**src/sv/vlrs_pkg.sv**
```systemverilog
// ----------------------------------------------------------------------------
// Record store package
// Codes, controller states and the command and flag groups shared by the
// controller and the datapath of the record store.
// ----------------------------------------------------------------------------
`default_nettype none

package vlrs_pkg;

   localparam int unsigned STORE_BYTES_DEFAULT = 256;

   localparam logic [7:0] HEADER_BYTES = 8'd2;
   localparam logic [7:0] CAPACITY_RESET = 8'd255;

   localparam logic [1:0] ACT_APPEND = 2'd0;
   localparam logic [1:0] ACT_GET = 2'd1;
   localparam logic [1:0] ACT_READ = 2'd2;

   localparam logic [2:0] STATUS_OK = 3'd0;
   localparam logic [2:0] STATUS_NO_ROOM = 3'd1;
   localparam logic [2:0] STATUS_NOT_FOUND = 3'd2;
   localparam logic [2:0] STATUS_ADDR_RANGE = 3'd3;
   localparam logic [2:0] STATUS_ZERO_LENGTH = 3'd4;

   typedef enum logic [1:0] {
      ST_IDLE,
      ST_READ,
      ST_GET_ISSUE,
      ST_GET_CHECK
   } vlrs_state_type;

   typedef struct packed {
      logic append;
      logic noop_emit;
      logic read_issue;
      logic read_emit;
      logic get_start;
      logic get_issue;
      logic get_miss;
      logic get_hit;
      logic get_advance;
   } vlrs_cmd_type;

   typedef struct packed {
      logic walk_end;
      logic len_zero;
      logic idx_one;
   } vlrs_flags_type;

endpackage

`default_nettype wire

```
**src/sv/variable_length_record_store_unit.sv**
```systemverilog
// ----------------------------------------------------------------------------
// Variable length record store
// Packs length-prefixed records into a byte store and looks them up.
// ----------------------------------------------------------------------------
// An append byte or an unused action is taken without leaving idle, so such
// transactions can be issued every cycle; busy stays low. A read holds busy
// for one cycle while the registered memory port returns the byte. A get
// walks the records through that same read port, an issue state and a check
// state per record visited, until a hit, a zero length byte, the end of the
// used store or an index of zero ends it. Every transaction yields one result,
// shown on the rsp_ ports with rsp_valid high for exactly one cycle, registered
// in the cycle after the transaction finishes; the receiver cannot stall it.
// Writing the capacity register clears the store at once, with no clearing pass.
// ----------------------------------------------------------------------------
`default_nettype none

module variable_length_record_store_unit import vlrs_pkg::*; #(
   parameter int unsigned STORE_BYTES = STORE_BYTES_DEFAULT
) (
   input  wire logic           clock,
   input  wire logic           reset,
   input  wire logic           csr_wr_en,
   input  wire logic [7:0]     csr_wr_data,
   input  wire logic           start,
   output logic                busy,
   input  wire logic [1:0]     req_action,
   input  wire logic [7:0]     req_data_byte,
   input  wire logic [7:0]     req_record_index,
   input  wire logic [7:0]     req_byte_address,
   output logic                rsp_valid,
   output logic [2:0]          rsp_status,
   output logic [7:0]          rsp_record_offset,
   output logic [7:0]          rsp_record_length,
   output logic [7:0]          rsp_read_data,
   output logic                rsp_record_complete
);

   vlrs_cmd_type   cmd;
   vlrs_flags_type flags;

   vlrs_ctrl u_ctrl (
      .clock      (clock),
      .reset      (reset),
      .start      (start),
      .req_action (req_action),
      .flags      (flags),
      .busy       (busy),
      .cmd        (cmd)
   );

   vlrs_datapath #(
      .STORE_BYTES (STORE_BYTES)
   ) u_datapath (
      .clock               (clock),
      .reset               (reset),
      .csr_wr_en           (csr_wr_en),
      .csr_wr_data         (csr_wr_data),
      .req_data_byte       (req_data_byte),
      .req_record_index    (req_record_index),
      .req_byte_address    (req_byte_address),
      .cmd                 (cmd),
      .flags               (flags),
      .rsp_valid           (rsp_valid),
      .rsp_status          (rsp_status),
      .rsp_record_offset   (rsp_record_offset),
      .rsp_record_length   (rsp_record_length),
      .rsp_read_data       (rsp_read_data),
      .rsp_record_complete (rsp_record_complete)
   );

endmodule

`default_nettype wire

```
**src/sv/vlrs_ctrl.sv**
```systemverilog
// ----------------------------------------------------------------------------
// Record store controller
// Sequences reads and record walks and issues commands to the datapath.
// ----------------------------------------------------------------------------
`default_nettype none

module vlrs_ctrl import vlrs_pkg::*; (
   input  wire logic           clock,
   input  wire logic           reset,
   input  wire logic           start,
   input  wire logic [1:0]     req_action,
   input  wire vlrs_flags_type flags,
   output logic                busy,
   output vlrs_cmd_type        cmd
);

   vlrs_state_type state_ff;
   vlrs_state_type state_in;

   always_ff @(posedge clock) begin
      if (reset) begin
         state_ff <= ST_IDLE;
      end else begin
         state_ff <= state_in;
      end
   end

   always_comb begin
      state_in = state_ff;
      unique case (state_ff)
         ST_IDLE: begin
            if (start) begin
               if (req_action == ACT_GET) begin
                  state_in = ST_GET_ISSUE;
               end else if (req_action == ACT_READ) begin
                  state_in = ST_READ;
               end
            end
         end
         ST_READ: begin
            state_in = ST_IDLE;
         end
         ST_GET_ISSUE: begin
            state_in = flags.walk_end ? ST_IDLE : ST_GET_CHECK;
         end
         ST_GET_CHECK: begin
            state_in = (flags.len_zero || flags.idx_one) ? ST_IDLE : ST_GET_ISSUE;
         end
         default: begin
            state_in = ST_IDLE;
         end
      endcase
   end

   always_comb begin
      cmd = '0;
      busy = 1'b1;
      unique case (state_ff)
         ST_IDLE: begin
            busy = 1'b0;
            if (start) begin
               unique case (req_action)
                  ACT_APPEND: cmd.append = 1'b1;
                  ACT_GET:    cmd.get_start = 1'b1;
                  ACT_READ:   cmd.read_issue = 1'b1;
                  default:    cmd.noop_emit = 1'b1;
               endcase
            end
         end
         ST_READ: begin
            cmd.read_emit = 1'b1;
         end
         ST_GET_ISSUE: begin
            if (flags.walk_end) begin
               cmd.get_miss = 1'b1;
            end else begin
               cmd.get_issue = 1'b1;
            end
         end
         ST_GET_CHECK: begin
            priority if (flags.len_zero) begin
               cmd.get_miss = 1'b1;
            end else if (flags.idx_one) begin
               cmd.get_hit = 1'b1;
            end else begin
               cmd.get_advance = 1'b1;
            end
         end
         default: begin
            busy = 1'b1;
         end
      endcase
   end

endmodule

`default_nettype wire

```
**src/sv/vlrs_datapath.sv**
```systemverilog
// ----------------------------------------------------------------------------
// Record store datapath
// Byte memory, append pointers, record walk registers and result registers.
// ----------------------------------------------------------------------------
`default_nettype none

module vlrs_datapath import vlrs_pkg::*; #(
   parameter int unsigned STORE_BYTES = STORE_BYTES_DEFAULT
) (
   input  wire logic           clock,
   input  wire logic           reset,
   input  wire logic           csr_wr_en,
   input  wire logic [7:0]     csr_wr_data,
   input  wire logic [7:0]     req_data_byte,
   input  wire logic [7:0]     req_record_index,
   input  wire logic [7:0]     req_byte_address,
   input  wire vlrs_cmd_type   cmd,
   output vlrs_flags_type      flags,
   output logic                rsp_valid,
   output logic [2:0]          rsp_status,
   output logic [7:0]          rsp_record_offset,
   output logic [7:0]          rsp_record_length,
   output logic [7:0]          rsp_read_data,
   output logic                rsp_record_complete
);

   localparam int unsigned AW = $clog2(STORE_BYTES);
   localparam logic [8:0] STORE_LIMIT = 9'(STORE_BYTES);

   logic [7:0] mem [STORE_BYTES];

   logic [7:0] capacity_ff;
   logic [7:0] used_end_ff;
   logic [7:0] used_end_in;
   logic [7:0] append_ptr_ff;
   logic [7:0] append_ptr_in;
   logic [7:0] remaining_ff;
   logic [7:0] remaining_in;
   logic       dropping_ff;
   logic       dropping_in;

   logic [7:0] idx_ff;
   logic [8:0] cur_ff;
   logic [7:0] addr_ff;
   logic [7:0] rd_data_ff;

   logic       rsp_valid_ff;
   logic       rsp_valid_in;
   logic [2:0] rsp_status_ff;
   logic [2:0] rsp_status_in;
   logic [7:0] rsp_offset_ff;
   logic [7:0] rsp_offset_in;
   logic [7:0] rsp_length_ff;
   logic [7:0] rsp_length_in;
   logic [7:0] rsp_data_ff;
   logic [7:0] rsp_data_in;
   logic       rsp_complete_ff;
   logic       rsp_complete_in;

   logic [7:0] cap_floor;
   logic [7:0] eff_cap;
   logic [7:0] free_bytes;
   logic [7:0] rem_dec;
   logic [7:0] len_dec;
   logic [7:0] ptr_inc;
   logic [7:0] ptr_first;
   logic       mem_we;
   logic [7:0] mem_waddr;
   logic [AW-1:0] mem_raddr;
   logic [2:0] app_status;
   logic       app_done;

   assign cap_floor = (capacity_ff < HEADER_BYTES) ? HEADER_BYTES : capacity_ff;
   assign eff_cap = ({1'b0, cap_floor} > STORE_LIMIT) ? STORE_LIMIT[7:0] : cap_floor;
   assign free_bytes = (eff_cap > used_end_ff) ? (eff_cap - used_end_ff) : 8'd0;
   assign rem_dec = remaining_ff - 8'd1;
   assign len_dec = req_data_byte - 8'd1;
   assign ptr_inc = append_ptr_ff + 8'd1;
   assign ptr_first = used_end_ff + 8'd1;

   always_comb begin
      used_end_in = used_end_ff;
      append_ptr_in = append_ptr_ff;
      remaining_in = remaining_ff;
      dropping_in = dropping_ff;
      mem_we = 1'b0;
      mem_waddr = append_ptr_ff;
      app_status = STATUS_OK;
      app_done = 1'b0;
      if (cmd.append) begin
         if (remaining_ff == 8'd0) begin
            if (req_data_byte == 8'd0) begin
               app_status = STATUS_ZERO_LENGTH;
            end else if (req_data_byte > free_bytes) begin
               app_status = STATUS_NO_ROOM;
               remaining_in = len_dec;
               dropping_in = (len_dec != 8'd0);
               app_done = (len_dec == 8'd0);
            end else begin
               mem_we = 1'b1;
               mem_waddr = used_end_ff;
               append_ptr_in = ptr_first;
               remaining_in = len_dec;
               dropping_in = 1'b0;
               if (len_dec == 8'd0) begin
                  used_end_in = ptr_first;
                  app_done = 1'b1;
               end
            end
         end else if (dropping_ff) begin
            app_status = STATUS_NO_ROOM;
            remaining_in = rem_dec;
            if (rem_dec == 8'd0) begin
               dropping_in = 1'b0;
               app_done = 1'b1;
            end
         end else begin
            mem_we = 1'b1;
            append_ptr_in = ptr_inc;
            remaining_in = rem_dec;
            if (rem_dec == 8'd0) begin
               used_end_in = ptr_inc;
               app_done = 1'b1;
            end
         end
      end
      if (csr_wr_en) begin
         used_end_in = HEADER_BYTES;
         append_ptr_in = HEADER_BYTES;
         remaining_in = 8'd0;
         dropping_in = 1'b0;
      end
   end

   always_ff @(posedge clock) begin
      if (reset) begin
         capacity_ff <= CAPACITY_RESET;
         used_end_ff <= HEADER_BYTES;
         append_ptr_ff <= HEADER_BYTES;
         remaining_ff <= 8'd0;
         dropping_ff <= 1'b0;
      end else begin
         if (csr_wr_en) begin
            capacity_ff <= csr_wr_data;
         end
         used_end_ff <= used_end_in;
         append_ptr_ff <= append_ptr_in;
         remaining_ff <= remaining_in;
         dropping_ff <= dropping_in;
      end
   end

   // Entries at or above the append pointer have not been written since the
   // last clear and read as zero.
   always_ff @(posedge clock) begin
      if (mem_we && ({1'b0, mem_waddr} < STORE_LIMIT)) begin
         mem[mem_waddr[AW-1:0]] <= req_data_byte;
      end
   end

   assign mem_raddr = cmd.get_issue ? cur_ff[AW-1:0] : req_byte_address[AW-1:0];

   always_ff @(posedge clock) begin
      rd_data_ff <= mem[mem_raddr];
   end

   always_ff @(posedge clock) begin
      if (cmd.read_issue) begin
         addr_ff <= req_byte_address;
      end
      if (cmd.get_start) begin
         idx_ff <= req_record_index;
         cur_ff <= {1'b0, HEADER_BYTES};
      end else if (cmd.get_advance) begin
         idx_ff <= idx_ff - 8'd1;
         cur_ff <= cur_ff + {1'b0, rd_data_ff};
      end
   end

   always_comb begin
      flags.walk_end = (idx_ff == 8'd0) || (cur_ff >= {1'b0, used_end_ff});
      flags.len_zero = (rd_data_ff == 8'd0);
      flags.idx_one = (idx_ff == 8'd1);
   end

   always_comb begin
      rsp_valid_in = 1'b0;
      rsp_status_in = STATUS_OK;
      rsp_offset_in = 8'd0;
      rsp_length_in = 8'd0;
      rsp_data_in = 8'd0;
      rsp_complete_in = 1'b0;
      if (cmd.append) begin
         rsp_valid_in = 1'b1;
         rsp_status_in = app_status;
         rsp_complete_in = app_done;
      end
      if (cmd.noop_emit) begin
         rsp_valid_in = 1'b1;
      end
      if (cmd.read_emit) begin
         rsp_valid_in = 1'b1;
         priority if (addr_ff >= eff_cap) begin
            rsp_status_in = STATUS_ADDR_RANGE;
         end else if (addr_ff == 8'd0) begin
            rsp_data_in = eff_cap;
         end else if (addr_ff == 8'd1) begin
            rsp_data_in = used_end_ff;
         end else if (addr_ff < append_ptr_ff) begin
            rsp_data_in = rd_data_ff;
         end else begin
            rsp_data_in = 8'd0;
         end
      end
      if (cmd.get_miss) begin
         rsp_valid_in = 1'b1;
         rsp_status_in = STATUS_NOT_FOUND;
      end
      if (cmd.get_hit) begin
         rsp_valid_in = 1'b1;
         rsp_offset_in = cur_ff[7:0];
         rsp_length_in = rd_data_ff;
      end
   end

   always_ff @(posedge clock) begin
      if (reset) begin
         rsp_valid_ff <= 1'b0;
      end else begin
         rsp_valid_ff <= rsp_valid_in;
      end
   end

   always_ff @(posedge clock) begin
      rsp_status_ff <= rsp_status_in;
      rsp_offset_ff <= rsp_offset_in;
      rsp_length_ff <= rsp_length_in;
      rsp_data_ff <= rsp_data_in;
      rsp_complete_ff <= rsp_complete_in;
   end

   assign rsp_valid = rsp_valid_ff;
   assign rsp_status = rsp_status_ff;
   assign rsp_record_offset = rsp_offset_ff;
   assign rsp_record_length = rsp_length_ff;
   assign rsp_read_data = rsp_data_ff;
   assign rsp_record_complete = rsp_complete_ff;

endmodule

`default_nettype wire

```
**config.mk**
```make
export PLATFORM = sky130hd
export DESIGN_NAME = variable_length_record_store_unit
export DESIGN_NICKNAME = d
export VERILOG_FILES = /design/src/sv/vlrs_pkg.sv /design/src/sv/variable_length_record_store_unit.sv /design/src/sv/vlrs_ctrl.sv /design/src/sv/vlrs_datapath.sv
export SDC_FILE = /design/constraint.sdc
export NUM_CORES = 2
export LEC_CHECK = 0
export ABC_CLOCK_PERIOD_IN_PS = 6100
export BUFFER_PORTS_ARGS = -buffer_cell sky130_fd_sc_hd__buf_2
export CORE_MARGIN = 4
export CORE_UTILIZATION = 40
export DETAILED_ROUTE_END_ITERATION = 10
export GPL_TIMING_DRIVEN = 0
export PLACE_DENSITY_LB_ADDON = 0.1
export SYNTH_ARGS = -nofsm -noshare
export SYNTH_HDL_FRONTEND = slang
export SYNTH_HIERARCHICAL = 1
export SYNTH_SLANG_ARGS = --single-unit
```
**constraint.sdc**
```tcl
create_clock -name clock -period 6.1 [get_ports clock]
set_input_delay 0.61 -clock clock [delete_from_list [all_inputs] [get_ports clock]]
set_output_delay 0.61 -clock clock [all_outputs]
set_load 0.005 [all_outputs]
```
==> impl_metrics.csv <==
group,metric,value,unit
status,status,"finished, violations left",
status,violations,"negative setup slack",
synth,async_flop_share,0,%
place,portBuffers,66,
sta,worst_slack,-293,ps
critical_path,r2r-start,"u_datapath/used_end_ff[1]$_SDFFE_PP1P_",
critical_path,crit_required,6860,ps
detailed_routing,viasPerCell,6.75,
synth,yosysMostFrequentCell,"edfxtp_1",
place,pre_cts_ws,-4210,ps
synth,yosysSeqAreaShare,73.2,%
detailed_routing,vias,62018,
worst_hold_path,holdPathStages,1,
synth,synthMuxAreaShare,10.8,%
critical_path,crit_fanout,10,
final_layout,syn_to_final_growth,26.9,%
synth,synth-seq-cells,2145,
clocking,cts_tree,"yes",
clocking,clk_latency,920,ps
final_layout,drive_above_1_share,28.1,%
global_route,antenna_found_initial,65,
detailed_routing,post-route-drc-count,0,
critical_path,crit_arrival,7150,ps
floorplan,die_w,474,um
clocking,cts_buffers,229,
synth,yosysUniqueCellTypes,78,
clocking,cts.reportedPaths.clkPinSlew,60,ps
global_route,grt_pass1_vias,55288,
clocking,clkSinkCount,2145,
floorplan,rows,170,
place,post-dp-hpwl,297,mm
floorplan,start_util,40.4,%
sta,rsz0062_at_grt,"true",
final_layout,final_cells,9190,
synth,syn-num-nets,5512,
sta,finalHoldViolations,0,
synth,netlist_instances,5412,
global_route,grt_pass1_wl,579,mm
critical_path,crit_type,"register to register",
worst_hold_path,whs_endpoint,"u_datapath/addr_ff[2]$_DFFE_PP_",
final_layout,nets,6217,
critical_path,cp_slowest_cell,"a2111oi_0",
worst_hold_path,hold_path_class,"primary input to register",
synth,synthSimpleGateAreaFrac,6.24,%
detailed_routing,totalWireLength,460,mm
synth,synth.area.top_cells,"edfxtp_1 71%, mux4_2 5.9%, mux2i_1 4.8%, nand2_1 2.3%, a21oi_1 2.1%",
global_route,grt_start_max_net_pins,134,
clocking,root_buffer,"clkbuf_16",
sta,setup_viol,8,
synth,avgSynthCellArea,16.1,um2
power,power_density,310,nW/um2
power,vdd_drop_max,312,uV
global_route,track_usage,40.3,%
critical_path,cp-start-kind,"register",
critical_path,cp_cell_sequence,"clkinvlp_4, ha_1, a21o_1, a21o_1, a21o_1, a21o_1, a21o_1, a21oi_2, o21ai_1, or3b_4, inv_4, bufbuf_16, nor2_1, a32oi_4, buf_6, buf_6, a21oi_1, a2111oi_0, nor3_1, o31a_1, or4_4",
detailed_routing,drt-wirelength-per-cell,50.0,um
synth,yosysTopAreaCellShare,71.3,%
power,p_leak,36.5,nW
synth,synthAdderAreaFrac,0.910,%
synth,synth-compound-area-share,6.32,%
synth,synth_ff_type,"edfxtp_1",
sta,fin_worst_skew,54.5,ps
critical_path,critPathMostFrequentCell,"a21o_1",
synth,synth_top_cell_by_area,"edfxtp_1",
sta,min_period_over_period,105,%
sta,worst_pin_slew,1430,ps
clocking,clockBufferDepth,3,
worst_hold_path,worstHoldStart,"req_byte_address[2]",
synth,synth-xor-area-share,0.232,%
detailed_routing,ant_nets,0,
sta,timing.final.crit_period,6390,ps
critical_path,rrSetupSlack,-290,ps
flow_run,cap_violations,0,
sta,slew_viol_final,0,
detailed_routing,drt_iter0_drc,11870,
critical_path,end_kind,"register",
synth,synth_area,86900,um2
critical_path,reg2reg_depth,21,
place,gp_congestion,1.04,
clocking,cts_htree_levels,4,
sta,clock.fmax,0.156,GHz
power,power.total,34.2,mW
floorplan,dieArea,225000,um2
synth,synth_top_family_by_area,"multiplexers",
synth,synth-edff-count,2064,
global_route,overflow,0,
critical_path,r2r_end,"u_datapath/rd_data_ff[4]$_DFF_P_",
place,place_inst,8350,
sta,slew_headroom,4.14,%
floorplan,core-area,215000,um2
detailed_routing,first_pass_iters,8,
synth,synth_warnings,6,
critical_path,max_stage_delay,1010,ps
floorplan,io_pins,68,
synth,synth_common_cells,"2,064 x edfxtp_1, 542 x nand2_1, 413 x mux2i_1",
floorplan,die_y,474,um
## layout by cell type (no fill, tap or decap), drive strengths merged, types with 9 or more instances in the layout
master / instances
nand2b: 25
nor3: 149
xnor2: 17
nor2: 358
o221ai: 104
and3: 9
a2111oi: 46
bufinv: 23
inv: 64
nor4: 41
o211ai: 17
mux2: 9
o21ai: 119
clkbuf: 407
dlygate4sd3: 25
a21oi: 357
dfxtp: 81
nand3: 45
a21o: 20
edfxtp: 2064
mux2i: 415
and2: 18
nor3b: 10
o22ai: 112
clkinv: 126
diode: 32
or4: 12
ha: 60
nand2: 542
a31oi: 35
buf: 660
mux4: 227
## worst max-delay path by stage
stage / from / to / slack [ps] / depth (start not counted)
after floorplan: u_datapath/capacity_ff[3]$_SDFFE_PP1P_ / u_datapath/mem[160][0]$_DFFE_PP_ / 600 / 25
after global placement: u_datapath/used_end_ff[1]$_SDFFE_PP1P_ / u_datapath/rd_data_ff[1]$_DFF_P_ / -5310 / 22
after detailed placement: u_datapath/used_end_ff[1]$_SDFFE_PP1P_ / u_datapath/rd_data_ff[1]$_DFF_P_ / -4210 / 22
after CTS: u_datapath/cur_ff[0]$_SDFFE_PP0P_ / u_datapath/rd_data_ff[0]$_DFF_P_ / -30 / 25
after global routing: u_datapath/cur_ff[0]$_SDFFE_PP0P_ / u_datapath/rd_data_ff[1]$_DFF_P_ / -60 / 25
final: u_datapath/used_end_ff[1]$_SDFFE_PP1P_ / u_datapath/rd_data_ff[4]$_DFF_P_ / -290 / 21
## final cells by class
class	count	area, um2
Fill cell	17749	105000
Sequential cell	2145	63600
Multi-Input combinational cell	2866	24800
Timing Repair Buffer	478	6240
Clock buffer	283	6000
Buffer	332	4250
Tap cell	2838	3550
Clock inverter	151	1530
Inverter	65	250
Antenna cell	32	80.1
## critical path: cells and delay by family (launching register included)
family	cells	cell delay (ps)
AO/OA/AOI/OAI	11	2940
adder cells (fa/ha/maj)	1	300
buffers and inverters	5	1120
flip-flops	1	360
AND/OR/NAND/NOR	4	1470
## flip-flops by register name (all words and copies together) (netlist names)
signal	count
u_datapath/rsp_record_offset	8
u_datapath/append_ptr_ff	8
u_datapath/rsp_record_complete	1
u_datapath/rsp_status	3
u_datapath/rsp_valid	1
u_datapath/used_end_ff	8
u_ctrl/state_ff	2
u_datapath/rd_data_ff	8
u_datapath/capacity_ff	8
u_datapath/rsp_record_length	8
u_datapath/mem	2048
u_datapath/dropping_ff	1
u_datapath/rsp_read_data	8
u_datapath/idx_ff	8
u_datapath/addr_ff	8
u_datapath/remaining_ff	8
u_datapath/cur_ff	9
## cells by family (layout without fill, tap and decap cells)
logic type | count (synthesis) | count (layout)
xor gates and xnor gates | 23 | 23
AOI/OAI and AO/OA | 880 | 880
buffers and inverters | 401 | 1309
DFF | 2145 | 2145
muxes | 651 | 651
adders and majority gates | 62 | 62
other | 0 | 32
and+or+nand+nor | 1250 | 1250
## metrics by stage
step	TNS [ps]	cell area, um2	utilization (%)	hold slack [ps]
after floorplan	0	86900	-	435
after global placement	-8586540	90800	42.2	463
after detailed placement	-3143110	91800	42.6	458
after CTS	-33.0	109000	50.5	7.10
after global routing	-202	110000	51.2	34.6
final	-1490	110000	51.2	58.3
## report_power, final
group | leakage, nW | internal (mW) | total (mW) | switching [mW]
clock network | 3.68 | 7.95 | 14.1 | 6.17
logic | 13.6 | 1.01 | 3.84 | 2.82
registers | 19.2 | 16.2 | 16.2 | 0.0546
## per-layer routing
layer  vias up  routed length [um]  global-route usage [%]
met5         -                 402                       0
met4        21               40800                    27.3
li1      22799                   -                       -
met3      1390               67400                    16.8
met2      5650              187000                    56.3
met1     32158              164000                    50.8
## repair_timing
action / CTS / global route
cloned: 1 / 1
resized for setup: 1407 / 126
buffers inserted: 289 / 62
hold buffers: 25 / 0
setup endpoints to repair: 2056 / 2056
hold endpoints to repair: 28 / 0
pin swaps: 180 / 70
(Power assumes the default switching activity.)
